File: config.mk
export PLATFORM = sky130hd
export DESIGN_NAME = q16_fixed_point_math_unit
export DESIGN_NICKNAME = d
export VERILOG_FILES = /design/src/rtl/core/q16m_pkg.sv /design/src/rtl/core/q16m_mul.sv /design/src/rtl/core/q16m_div.sv /design/src/rtl/core/q16_fixed_point_math_unit.sv
export SDC_FILE = /design/constraint.sdc
export NUM_CORES = 2
export LEC_CHECK = 0
export BUFFER_PORTS_ARGS = -buffer_cell sky130_fd_sc_hd__buf_2
export CORE_UTILIZATION = 60
export CTS_CLUSTER_SIZE = 8
export DETAILED_ROUTE_END_ITERATION = 7
export PLACE_DENSITY_LB_ADDON = 0.2
export SYNTH_ARGS = -nofsm -noshare
export SYNTH_HDL_FRONTEND = slang
export SYNTH_HIERARCHICAL = 1
export SYNTH_SLANG_ARGS = --single-unit
File: constraint.sdc
create_clock -name clk_i -period 9.6 [get_ports clk_i]
set_clock_uncertainty 0.15 [all_clocks]
set_input_delay 0.48 -clock clk_i [delete_from_list [all_inputs] [get_ports clk_i]]
set_output_delay 0.48 -clock clk_i [all_outputs]
set_load 0.005 [all_outputs]
File: src/rtl/core/q16m_pkg.sv
// ----------------------------------------------------------------------------
// q16m_pkg
// Shared types, codes and helper functions of the Q16.16 math unit.
// ----------------------------------------------------------------------------
package q16m_pkg;

  localparam int unsigned FracBits = 16;

  typedef enum logic [2:0] {
    CMD_MUL  = 3'd0,
    CMD_DIV  = 3'd1,
    CMD_SQRT = 3'd2,
    CMD_CBRT = 3'd3,
    CMD_FLT  = 3'd4,
    CMD_ABS  = 3'd5
  } cmd_e;

  typedef enum logic [1:0] {
    ERR_OK    = 2'd0,
    ERR_DIVZ  = 2'd1,
    ERR_NOCNV = 2'd2
  } err_e;

  localparam logic [7:0]  FltBias  = 8'd134;
  localparam logic [31:0] RootSeed = 32'h0002_0000;

  function automatic logic [31:0] mag32(input logic [31:0] v);
    mag32 = v[31] ? (32'd0 - v) : v;
  endfunction

  function automatic logic [31:0] from_float(input logic [31:0] bits);
    logic [7:0]  e;
    logic [8:0]  sh;
    logic [31:0] val;
    e   = bits[30:23] - FltBias;
    val = {8'h00, 1'b1, bits[22:0]};
    sh  = 9'd256 - {1'b0, e};
    if (e[7]) begin
      val = (sh >= 9'd32) ? 32'd0 : (val >> sh[4:0]);
    end else begin
      val = (e >= 8'd32) ? 32'd0 : (val << e[4:0]);
    end
    from_float = bits[31] ? (32'd0 - val) : val;
  endfunction

endpackage

File: src/rtl/core/q16m_mul.sv
// ----------------------------------------------------------------------------
// q16m_mul
// Bit-serial signed 32x32 multiplier, one multiplier bit per cycle; returns
// product bits 47..16.
// ----------------------------------------------------------------------------
module q16m_mul (
  input  logic        clk_i,
  input  logic        rst_ni,
  input  logic        start_i,
  input  logic [31:0] a_i,
  input  logic [31:0] b_i,
  output logic        done_o,
  output logic [31:0] p_o
);

  logic [47:0] mc_q;
  logic [31:0] mp_q;
  logic [47:0] acc_q;
  logic [4:0]  cnt_q;
  logic        busy_q;
  logic        done_q;
  logic [47:0] addend;

  assign addend = mp_q[0] ? mc_q : 48'd0;

  always_ff @(posedge clk_i or negedge rst_ni) begin
    if (!rst_ni) begin
      busy_q <= 1'b0;
      cnt_q  <= 5'd0;
      done_q <= 1'b0;
    end else begin
      done_q <= busy_q && (cnt_q == 5'd31);
      if (start_i) begin
        busy_q <= 1'b1;
        cnt_q  <= 5'd0;
      end else if (busy_q) begin
        cnt_q <= cnt_q + 5'd1;
        if (cnt_q == 5'd31) busy_q <= 1'b0;
      end
    end
  end

  // sign bit of the multiplier carries negative weight
  always_ff @(posedge clk_i) begin
    if (start_i) begin
      mc_q  <= {{16{a_i[31]}}, a_i};
      mp_q  <= b_i;
      acc_q <= 48'd0;
    end else if (busy_q) begin
      acc_q <= (cnt_q == 5'd31) ? (acc_q - addend) : (acc_q + addend);
      mc_q  <= {mc_q[46:0], 1'b0};
      mp_q  <= {1'b0, mp_q[31:1]};
    end
  end

  assign done_o = done_q;
  assign p_o    = acc_q[47:16];

endmodule

File: src/rtl/core/q16m_div.sv
// ----------------------------------------------------------------------------
// q16m_div
// Bit-serial restoring signed divider, truncating quotient and remainder
// with the sign of the dividend; one quotient bit per cycle.
// ----------------------------------------------------------------------------
module q16m_div (
  input  logic        clk_i,
  input  logic        rst_ni,
  input  logic        start_i,
  input  logic [31:0] num_i,
  input  logic [31:0] den_i,
  output logic        done_o,
  output logic [31:0] quo_o,
  output logic [31:0] rem_o
);

  logic [31:0] n_q;
  logic [31:0] d_q;
  logic [32:0] r_q;
  logic        qneg_q;
  logic        rneg_q;
  logic [4:0]  cnt_q;
  logic        busy_q;
  logic        done_q;
  logic [32:0] r_sh;
  logic        ge;

  assign r_sh = {r_q[31:0], n_q[31]};
  assign ge   = r_sh >= {1'b0, d_q};

  always_ff @(posedge clk_i or negedge rst_ni) begin
    if (!rst_ni) begin
      busy_q <= 1'b0;
      cnt_q  <= 5'd0;
      done_q <= 1'b0;
    end else begin
      done_q <= busy_q && (cnt_q == 5'd31);
      if (start_i) begin
        busy_q <= 1'b1;
        cnt_q  <= 5'd0;
      end else if (busy_q) begin
        cnt_q <= cnt_q + 5'd1;
        if (cnt_q == 5'd31) busy_q <= 1'b0;
      end
    end
  end

  always_ff @(posedge clk_i) begin
    if (start_i) begin
      n_q    <= q16m_pkg::mag32(num_i);
      d_q    <= q16m_pkg::mag32(den_i);
      r_q    <= 33'd0;
      qneg_q <= num_i[31] ^ den_i[31];
      rneg_q <= num_i[31];
    end else if (busy_q) begin
      r_q <= ge ? (r_sh - {1'b0, d_q}) : r_sh;
      n_q <= {n_q[30:0], ge};
    end
  end

  assign done_o = done_q;
  assign quo_o  = qneg_q ? (32'd0 - n_q) : n_q;
  assign rem_o  = rneg_q ? (32'd0 - r_q[31:0]) : r_q[31:0];

endmodule

File: src/rtl/core/q16_fixed_point_math_unit.sv
// ----------------------------------------------------------------------------
// q16_fixed_point_math_unit
// Signed Q16.16 math unit: multiply, divide, square and cube root, float
// conversion and absolute value, one result word per request word.
// ----------------------------------------------------------------------------
// Request words enter on the s_axis channel (cmd in tuser, operands in
// tdata); one result word leaves on m_axis (value in tdata, error code in
// tuser). The cfg channel writes the Newton convergence threshold; the user
// is to write it only while the unit is idle, which the unit does not
// enforce itself; cfg_ready_o is always high. Float, absolute and unused
// commands go straight to the result; divide runs a serial quotient, then
// 16 fraction steps. Roots run Newton iterations built on the serial
// divider (square) or the serial multiplier and divider (cube), up to
// MAX_ITERATIONS times. One request is worked on at a time; the next is
// taken as soon as the result is parked in the output register, so a
// stalled receiver holds only the finished word. A further result waits
// inside until the output register drains. Reset clears the handshakes
// and sets the threshold to 6.
// ----------------------------------------------------------------------------
module q16_fixed_point_math_unit #(
  parameter int unsigned MAX_ITERATIONS = 64
) (
  input  logic        clk_i,
  input  logic        rst_ni,
  input  logic        s_axis_tvalid_i,
  output logic        s_axis_tready_o,
  input  logic [63:0] s_axis_tdata_i,   // operand_a[31:0], operand_b[63:32]
  input  logic [2:0]  s_axis_tuser_i,   // cmd[2:0]
  output logic        m_axis_tvalid_o,
  input  logic        m_axis_tready_i,
  output logic [31:0] m_axis_tdata_o,   // result_value[31:0]
  output logic [1:0]  m_axis_tuser_o,   // error_code[1:0]
  input  logic        cfg_valid_i,
  output logic        cfg_ready_o,
  input  logic [15:0] cfg_data_i
);

  localparam int unsigned IterW = $clog2(MAX_ITERATIONS + 1);

  typedef enum logic [8:0] {
    ST_IDLE = 9'b000000001,
    ST_MUL  = 9'b000000010,
    ST_DEN  = 9'b000000100,
    ST_DIVQ = 9'b000001000,
    ST_FRAC = 9'b000010000,
    ST_STEP = 9'b000100000,
    ST_SDIV = 9'b001000000,
    ST_ROOT = 9'b010000000,
    ST_DONE = 9'b100000000
  } state_e;

  state_e      state_q;
  logic [15:0] thr_q;
  logic [2:0]  cmd_q;
  logic [31:0] a_q;
  logic [31:0] den_q;
  logic [31:0] t_q;
  logic [31:0] x_q;
  logic [31:0] r_q;
  logic [4:0]  fcnt_q;
  logic [IterW-1:0] iter_q;
  logic [31:0] res_q;
  logic [1:0]  code_q;
  logic        ov_q;
  logic [31:0] od_q;
  logic [1:0]  oc_q;

  logic        accept;
  logic        cube;
  logic        cap_hit;
  logic        mul_start, mul_done;
  logic [31:0] mul_a, mul_b, mul_p;
  logic        div_start, div_done;
  logic [31:0] div_num, div_den, div_quo, div_rem;
  logic [31:0] step_w, f_rem, f_x;
  logic        f_ge, f_neg;
  logic [31:0] t_new;

  assign accept          = s_axis_tvalid_i && (state_q == ST_IDLE);
  assign s_axis_tready_o = (state_q == ST_IDLE);
  assign cfg_ready_o     = 1'b1;
  assign cube            = (cmd_q == q16m_pkg::CMD_CBRT);
  assign cap_hit         = (iter_q == IterW'(MAX_ITERATIONS));

  assign mul_start = (accept && (s_axis_tuser_i == q16m_pkg::CMD_MUL)) ||
                     ((state_q == ST_ROOT) && !cap_hit && cube);
  assign mul_a     = (state_q == ST_IDLE) ? s_axis_tdata_i[31:0]  : t_q;
  assign mul_b     = (state_q == ST_IDLE) ? s_axis_tdata_i[63:32] : t_q;

  assign div_start = ((state_q == ST_DEN) && (den_q != 32'd0)) || (state_q == ST_STEP);
  assign div_num   = (state_q == ST_STEP) ? x_q : a_q;
  assign div_den   = (state_q == ST_STEP) ? (cube ? 32'd3 : 32'd2) : den_q;

  q16m_mul u_mul (
    .clk_i   (clk_i),
    .rst_ni  (rst_ni),
    .start_i (mul_start),
    .a_i     (mul_a),
    .b_i     (mul_b),
    .done_o  (mul_done),
    .p_o     (mul_p)
  );

  q16m_div u_div (
    .clk_i   (clk_i),
    .rst_ni  (rst_ni),
    .start_i (div_start),
    .num_i   (div_num),
    .den_i   (div_den),
    .done_o  (div_done),
    .quo_o   (div_quo),
    .rem_o   (div_rem)
  );

  // fraction step: the doubled remainder is below twice the divisor
  assign step_w = 32'd1 << (5'(q16m_pkg::FracBits) - fcnt_q);
  assign f_ge   = q16m_pkg::mag32(r_q) >= q16m_pkg::mag32(den_q);
  assign f_neg  = r_q[31] ^ den_q[31];
  assign f_rem  = !f_ge ? r_q : (f_neg ? (r_q + den_q) : (r_q - den_q));
  assign f_x    = !f_ge ? x_q : (f_neg ? (x_q - step_w) : (x_q + step_w));
  assign t_new  = t_q + div_quo;

  always_ff @(posedge clk_i or negedge rst_ni) begin
    if (!rst_ni) begin
      state_q <= ST_IDLE;
      thr_q   <= 16'd6;
      ov_q    <= 1'b0;
    end else begin
      if (cfg_valid_i) thr_q <= cfg_data_i;
      if ((state_q == ST_DONE) && (!ov_q || m_axis_tready_i)) ov_q <= 1'b1;
      else if (ov_q && m_axis_tready_i) ov_q <= 1'b0;
      case (state_q)
        ST_IDLE: begin
          if (s_axis_tvalid_i) begin
            case (s_axis_tuser_i)
              q16m_pkg::CMD_MUL: state_q <= ST_MUL;
              q16m_pkg::CMD_DIV: state_q <= ST_DEN;
              q16m_pkg::CMD_SQRT, q16m_pkg::CMD_CBRT: state_q <= ST_ROOT;
              default: state_q <= ST_DONE;
            endcase
          end
        end
        ST_MUL: begin
          if (mul_done) state_q <= (cmd_q == q16m_pkg::CMD_MUL) ? ST_DONE : ST_DEN;
        end
        ST_DEN:  state_q <= (den_q == 32'd0) ? ST_DONE : ST_DIVQ;
        ST_DIVQ: if (div_done) state_q <= ST_FRAC;
        ST_FRAC: begin
          if (fcnt_q == 5'(q16m_pkg::FracBits)) begin
            state_q <= (cmd_q == q16m_pkg::CMD_DIV) ? ST_DONE : ST_STEP;
          end
        end
        ST_STEP: state_q <= ST_SDIV;
        ST_SDIV: begin
          if (div_done) begin
            state_q <= (q16m_pkg::mag32(div_quo) <= {16'd0, thr_q}) ? ST_DONE : ST_ROOT;
          end
        end
        ST_ROOT: begin
          if (cap_hit) state_q <= ST_DONE;
          else         state_q <= cube ? ST_MUL : ST_DEN;
        end
        ST_DONE: begin
          if (!ov_q || m_axis_tready_i) begin
            state_q <= ST_IDLE;
          end
        end
        default: state_q <= ST_IDLE;
      endcase
    end
  end

  always_ff @(posedge clk_i) begin
    case (state_q)
      ST_IDLE: begin
        cmd_q  <= s_axis_tuser_i;
        a_q    <= s_axis_tdata_i[31:0];
        den_q  <= s_axis_tdata_i[63:32];
        t_q    <= q16m_pkg::RootSeed;
        iter_q <= '0;
        code_q <= q16m_pkg::ERR_OK;
        case (s_axis_tuser_i)
          q16m_pkg::CMD_FLT: res_q <= q16m_pkg::from_float(s_axis_tdata_i[31:0]);
          q16m_pkg::CMD_ABS: res_q <= q16m_pkg::mag32(s_axis_tdata_i[31:0]);
          default:           res_q <= 32'd0;
        endcase
      end
      ST_MUL: begin
        if (mul_done) begin
          res_q <= mul_p;
          den_q <= mul_p;
        end
      end
      ST_DEN: begin
        if (den_q == 32'd0) begin
          res_q  <= 32'd0;
          code_q <= q16m_pkg::ERR_DIVZ;
        end
      end
      ST_DIVQ: begin
        if (div_done) begin
          x_q    <= div_quo << q16m_pkg::FracBits;
          r_q    <= div_rem << 1;
          fcnt_q <= 5'd1;
        end
      end
      ST_FRAC: begin
        x_q    <= (fcnt_q == 5'(q16m_pkg::FracBits)) ? (f_x - t_q) : f_x;
        r_q    <= f_rem << 1;
        fcnt_q <= fcnt_q + 5'd1;
        if (fcnt_q == 5'(q16m_pkg::FracBits)) begin
          res_q <= f_x;
        end
      end
      ST_SDIV: begin
        if (div_done) begin
          t_q    <= t_new;
          res_q  <= t_new;
          iter_q <= iter_q + 1'b1;
        end
      end
      ST_ROOT: begin
        den_q <= t_q;
        if (cap_hit) begin
          res_q  <= t_q;
          code_q <= q16m_pkg::ERR_NOCNV;
        end
      end
      ST_DONE: begin
        if (!ov_q || m_axis_tready_i) begin
          od_q <= res_q;
          oc_q <= code_q;
        end
      end
      default: ;
    endcase
  end

  assign m_axis_tvalid_o = ov_q;
  assign m_axis_tdata_o  = od_q;
  assign m_axis_tuser_o  = oc_q;

endmodule

# Word level (Yosys, flattened, before mapping)
# Cells that the tools add are included.
[totals]
regBits = 509
inputBits = 88
output_inout_bits = 37
word_cells = 206
[op_classes]
n_addsub = 25
magnitude_cmp = 5
eq_ne = 28
shift = 3
n_mux = 79
bitwise = 2
n_reduce_logical = 34
[ops]
columns = ["cell", "count"]
rows = [
  ["$mux W32", 31],
  ["$pmux W32 S2", 4],
  ["$sub A1 B32 Y32 const A", 8],
  ["$mux W48", 4],
  ["$pmux W32 S6", 1],
  ["$mux W31", 4],
  ["$mux W9", 11],
  ["$pmux W32 S3", 1],
  ["$sub A32 B32 Y32", 3],
  ["$pmux W9 S9", 1],
  ["$add A32 B32 Y32", 2],
  ["$add A48 B48 Y48", 1],
  ["$sub A48 B48 Y48", 1],
  ["$ge A33 B32 Y1", 1],
  ["$ge A32 B32 Y1", 1],
  ["$le A32 B16 Y1", 1],
  ["$logic_not A32 Y1", 1],
  ["$reduce_bool A32 Y1", 1],
  ["$shl A1 B5 Y32 const A", 1],
  ["$shl A24 B5 Y32", 1],
  ["$shr A24 B5 Y32", 1],
  ["$add A31 B31 Y31", 1],
  ["$sub A1 B31 Y31 const A", 1],
  ["$sub A31 B31 Y31", 1],
  ["44 further kinds", 93],
]

# Longest topological paths before layout
[depth]
word_depth = 11
ltp_mapped = 38
mapped_depth_nobuf = 37

# Modules after synthesis
# The synthesis kept the hierarchy.
[modules_own_cells]
columns = ["mod", "instances", "cells_each", "area_per_inst_um2", "seq_area_each_um2"]
rows = [
  ["q16_fixed_point_math_unit", 1, 3611, 29763.5, 7921.3],
  ["q16m_mul", 1, 1041, 9466.6, 3538.4],
  ["q16m_div", 1, 975, 8298.0, 2797.7],
]

# Worst setup path before layout
# No wires, ideal clock.
[synth_timing]
path_type = "register to register"
from = "register fcnt_q[0]"
to = "register x_q[31], data pin"
setup_time_ps = 169
t_arrival_ps = 7237
required_ps = 9281
slack_ps = 2044
stages_incl_launch_ff = 37
n_path_buf = 1
synth_period_minus_slack_ps = 7556
path_cell_list = "edfxtp_1 > inv_1 > ha_1 > nor3b_1 > ha_1 > clkbuf_1 > nor3_1 > nand2_1 > ha_1 > nand2_1 > or2_2 > nand2_1 > xnor2_1 > ha_1 > and3_1 > a31oi_1 > a21oi_1 > o21a_1 > o21a_1 > o21ai_0 > a21oi_1 > or2_2 > o41ai_1 > or2_2 > ha_1 > o21a_1 > nor2_1 > a21oi_1 > a21oi_1 > a211oi_1 > o41ai_1 > o311ai_0 > o21ai_0 > nand2b_1 > xnor2_1 > and3_1 > o31ai_1"
[synth_between]
elab_chain_cells = 8
word_cells_on_any_way = 10
classes_between = "add/sub: 4; eq/ne: 1; shift: 1; mux: 4"
[synth_lines]
columns = ["element", "line", "text"]
rows = [
  ["from (decl)", "q16_fixed_point_math_unit.sv:60", "logic [4:0] fcnt_q;"],
  ["from (signal assigned)", "q16_fixed_point_math_unit.sv:210", "fcnt_q <= fcnt_q + 5'd1;"],
  ["$sub A5 B5 Y5", "q16_fixed_point_math_unit.sv:116", "assign step_w = 32'd1 << (5'(q16m_pkg::FracBits) - fcnt_q);"],
  ["$shl A1 B5 Y32", "q16_fixed_point_math_unit.sv:116", ""],
  ["$add A32 B32 Y32 or $sub A32 B32 Y32 (tied branches)", "q16_fixed_point_math_unit.sv:120", "assign f_x = !f_ge ? x_q : (f_neg ? (x_q - step_w) : (x_q + step_w));"],
  ["$mux W32 (2 in series)", "q16_fixed_point_math_unit.sv:120", ""],
  ["$sub A32 B32 Y32", "q16_fixed_point_math_unit.sv:208", "x_q <= (fcnt_q == 5'(q16m_pkg::FracBits)) ? (f_x - t_q) : f_x;"],
  ["$mux W32 *", "q16_fixed_point_math_unit.sv:208", ""],
  ["$pmux W32 S2 *", "q16_fixed_point_math_unit.sv:174", "case (state_q)"],
  ["to (signal assigned)", "q16_fixed_point_math_unit.sv:202", "x_q <= div_quo << q16m_pkg::FracBits;"],
  ["to (signal assigned)", "q16_fixed_point_math_unit.sv:208", ""],
  ["to (decl)", "q16_fixed_point_math_unit.sv:58", "logic [31:0] x_q;"],
]
# Every way passes the cells marked *; elsewhere a longest branch is shown, timed or not.
# A chain may end at the register's enable or synchronous reset.

==> flow_summary.rst <==
.. list-table::
   :header-rows: 1

   * - Metric
     - Value
   * - Status
     - finished, final reports clean
   * - Number of antenna-violating nets in the routed design
     - 0
   * - Number of port buffers
     - 123
   * - Number of DRC markers after the initial detailed-route iteration
     - 5,704
   * - Worst min-delay path category
     - input port to flop
   * - Area occupied by multi-input gates
     - 30,890 um^2
   * - Number of vias in the routed layout
     - 44,917
   * - Nature of the critical path endpoint
     - flop
   * - Area of the die
     - 80,320 um^2
   * - Cell count after synthesis
     - 5,625
   * - Normalized max-slew margin
     - 22.51%
   * - Number of nets produced by synthesis
     - 6,028
   * - Worst reg2reg path startpoint
     - r_q[3]
   * - Syn-to-layout area delta
     - 7.729%
   * - # clock sinks
     - 508
   * - Flop-to-flop setup slack
     - 690 ps
   * - Final cycle utilization of the critical path
     - 92.78%
   * - Max-cap check violation count
     - 0
   * - First element of the critical path
     - r_q[3]
   * - Final Net Count
     - 5,992
   * - Pin count of the biggest net entering global routing
     - 91
   * - Effective utilization at floorplan
     - 61.03%
   * - Setup repair after global routing missed its margin
     - false
   * - Number of warnings reported in the yosys synthesis log
     - 6
   * - Post-CTS Setup Repair Bufs
     - 0
   * - HPWL after detailed placement
     - 126,600 um
   * - Global-route usage over all layers
     - 40.55%
   * - Max frequency
     - 112.3 MHz
   * - Worst supply voltage drop on vdd
     - 328.3 uV
   * - FF+latch area
     - 14,260 um^2
   * - Antenna violations before repair
     - 6
   * - Cell with the largest stage delay on the worst path
     - sky130_fd_sc_hd__o41ai_1
   * - Wire length of the first global-routing pass
     - 250,900 um
   * - Syn Std Cell Area
     - 47,510 um^2
   * - Sum Neg Setup Slack
     - 0 ps
   * - Post-route core utilization
     - 65.75%
   * - DIE WIDTH
     - 283.4 um
   * - Root cell of the clock tree
     - sky130_fd_sc_hd__clkbuf_16
   * - Highest net fanout along the worst path
     - 32
   * - I/O pins
     - 125
   * - Row count
     - 102
   * - Kind of launch point of the worst setup path
     - flop
   * - Hold Violations, Final
     - 0
   * - Clock tree from TritonCTS
     - built
   * - Worst path max stage delay
     - 820 ps
   * - Final setup violating endpoints
     - 0
   * - Post-Route WL
     - 168,100 um
   * - Count of H-tree levels built during CTS
     - 3
   * - Routed len/inst
     - 25.11 um
   * - Crit path time final
     - 8907 ps
   * - Leading cell types in the layout, fill and taps excluded
     - sky130_fd_sc_hd__nand2_1, sky130_fd_sc_hd__a21oi_1, sky130_fd_sc_hd__nor2_1
   * - Total iterations of the first detailed-routing run
     - 7
   * - Path depth of the worst reg2reg path
     - 29
   * - Final cell area excluding filler cells
     - 51,180 um^2
   * - Number of filler cells placed in the layout
     - 6,634
   * - Timing endpoint of the critical path
     - x_q[31]
   * - Classification of the worst setup path
     - flop to flop
   * - Core box area
     - 77,850 um^2
   * - Placer congestion estimate
     - 1.028
   * - Clock latency of the later-clocked register in the worst-skew pair
     - 660 ps
   * - Total power per unit cell area
     - 405.5 nW/um^2
   * - Arrival time at the worst endpoint
     - 9240 ps
   * - Terminus of the critical flop-to-flop path
     - x_q[31]
   * - Residual DRC
     - 0
   * - Pin slew with the least headroom to its limit
     - 1162 ps
   * - Chip height
     - 283.4 um
   * - Cell Area, Placed
     - 48,650 um^2
   * - Clock transition at path regs
     - 60 ps
   * - TritonCTS buffer count
     - 75
   * - Share of final-layout standard cells stronger than drive strength 1
     - 9.660%
   * - Hold Path Origin
     - s_axis_tdata_i[38]
   * - Leakage component of the power
     - 0.02076 uW
   * - Critical path data required time
     - 9930 ps
   * - Remaining global-route overflow
     - 0
   * - Total count of max-transition violations in the final report
     - 0
   * - Most common library cell in the layout ignoring fill and taps
     - sky130_fd_sc_hd__nand2_1
   * - Number of global-route vias before repair
     - 40,709
   * - Maximum buffer depth of the clock tree
     - 3
   * - Avg Synthesized Cell Area
     - 8.447 um^2
   * - Via-per-instance ratio
     - 6.711
layout make-up:
cell class,count,share of cell area (%)
antenna,1,0.004889
clock inverter,6,0.2982
timing repair buffer,220,2.733
multi-input combinational,4516,60.36
tap,1040,2.542
inverter,268,1.965
clock buffer,134,4.239
sequential,508,27.86
metrics by stage:
stage	power, uW	worst slack (ps)	instances	hold WS [ps]
after global placement	17400	1265	6531	250.6
after global routing	22120	87.87	6692	27.39
after CTS	20340	918.4	6692	23.73
after detailed placement	17610	922.3	6531	255.4
final	20750	692.9	6693	21.00
after floorplan	14140	2044	5625	34.41
state kept, by name, summed over array words and instances (netlist names), 5 cells and up:
name / cells
u_mul/acc_q: 48
u_mul/mc_q: 48
a_q: 32
den_q: 32
m_axis_tdata_o: 32
res_q: 32
t_q: 32
u_div/d_q: 32
u_div/n_q: 32
u_div/r_q: 32
u_mul/mp_q: 32
x_q: 32
r_q: 31
thr_q: 16
state_q: 9
iter_q: 7
fcnt_q: 5
u_div/cnt_q: 5
u_mul/cnt_q: 5
worst min-delay path by stage:
stage                              end  depth (start not counted)
floorplan              m_axis_tvalid_o                          0
global placement    m_axis_tdata_o[16]                          0
detailed placement  m_axis_tdata_o[12]                          0
CTS                           den_q[6]                          3
global route                  den_q[6]                          3
finish                        den_q[6]                          3
worst max-delay path: cells and delay by family, from the launching register on:
| kind | cells | cell delay, ps |
|---|---|---|
| AND/OR/NAND/NOR | 11 | 2900 |
| AO/OA/AOI/OAI | 14 | 4260 |
| adder cells (fa/ha/maj) | 2 | 600 |
| flip-flops | 1 | 510 |
| XOR/XNOR | 2 | 300 |
report_power, final:
| group | internal (uW) | switching, uW | total, uW |
|---|---|---|---|
| clock network | 1540 | 1110 | 2640 |
| registers | 3670 | 1120 | 4790 |
| logic | 5110 | 8210 | 13300 |
| total | 10300 | 10400 | 20800 |
metal layers:
metal,global-route usage [%],share of wire [%]
met4,16.26,4.6
met1,56.75,41
met5,0,0.034
met2,59.71,42
met3,10.26,13
timing repair:
action / in CTS / in global routing
setup endpoints to repair: 0 / 1
hold buffers: 21 / 0
endpoints found under the hold margin: 57 / 0
gates resized for setup: 0 / 1
(Power assumes the default switching activity.)
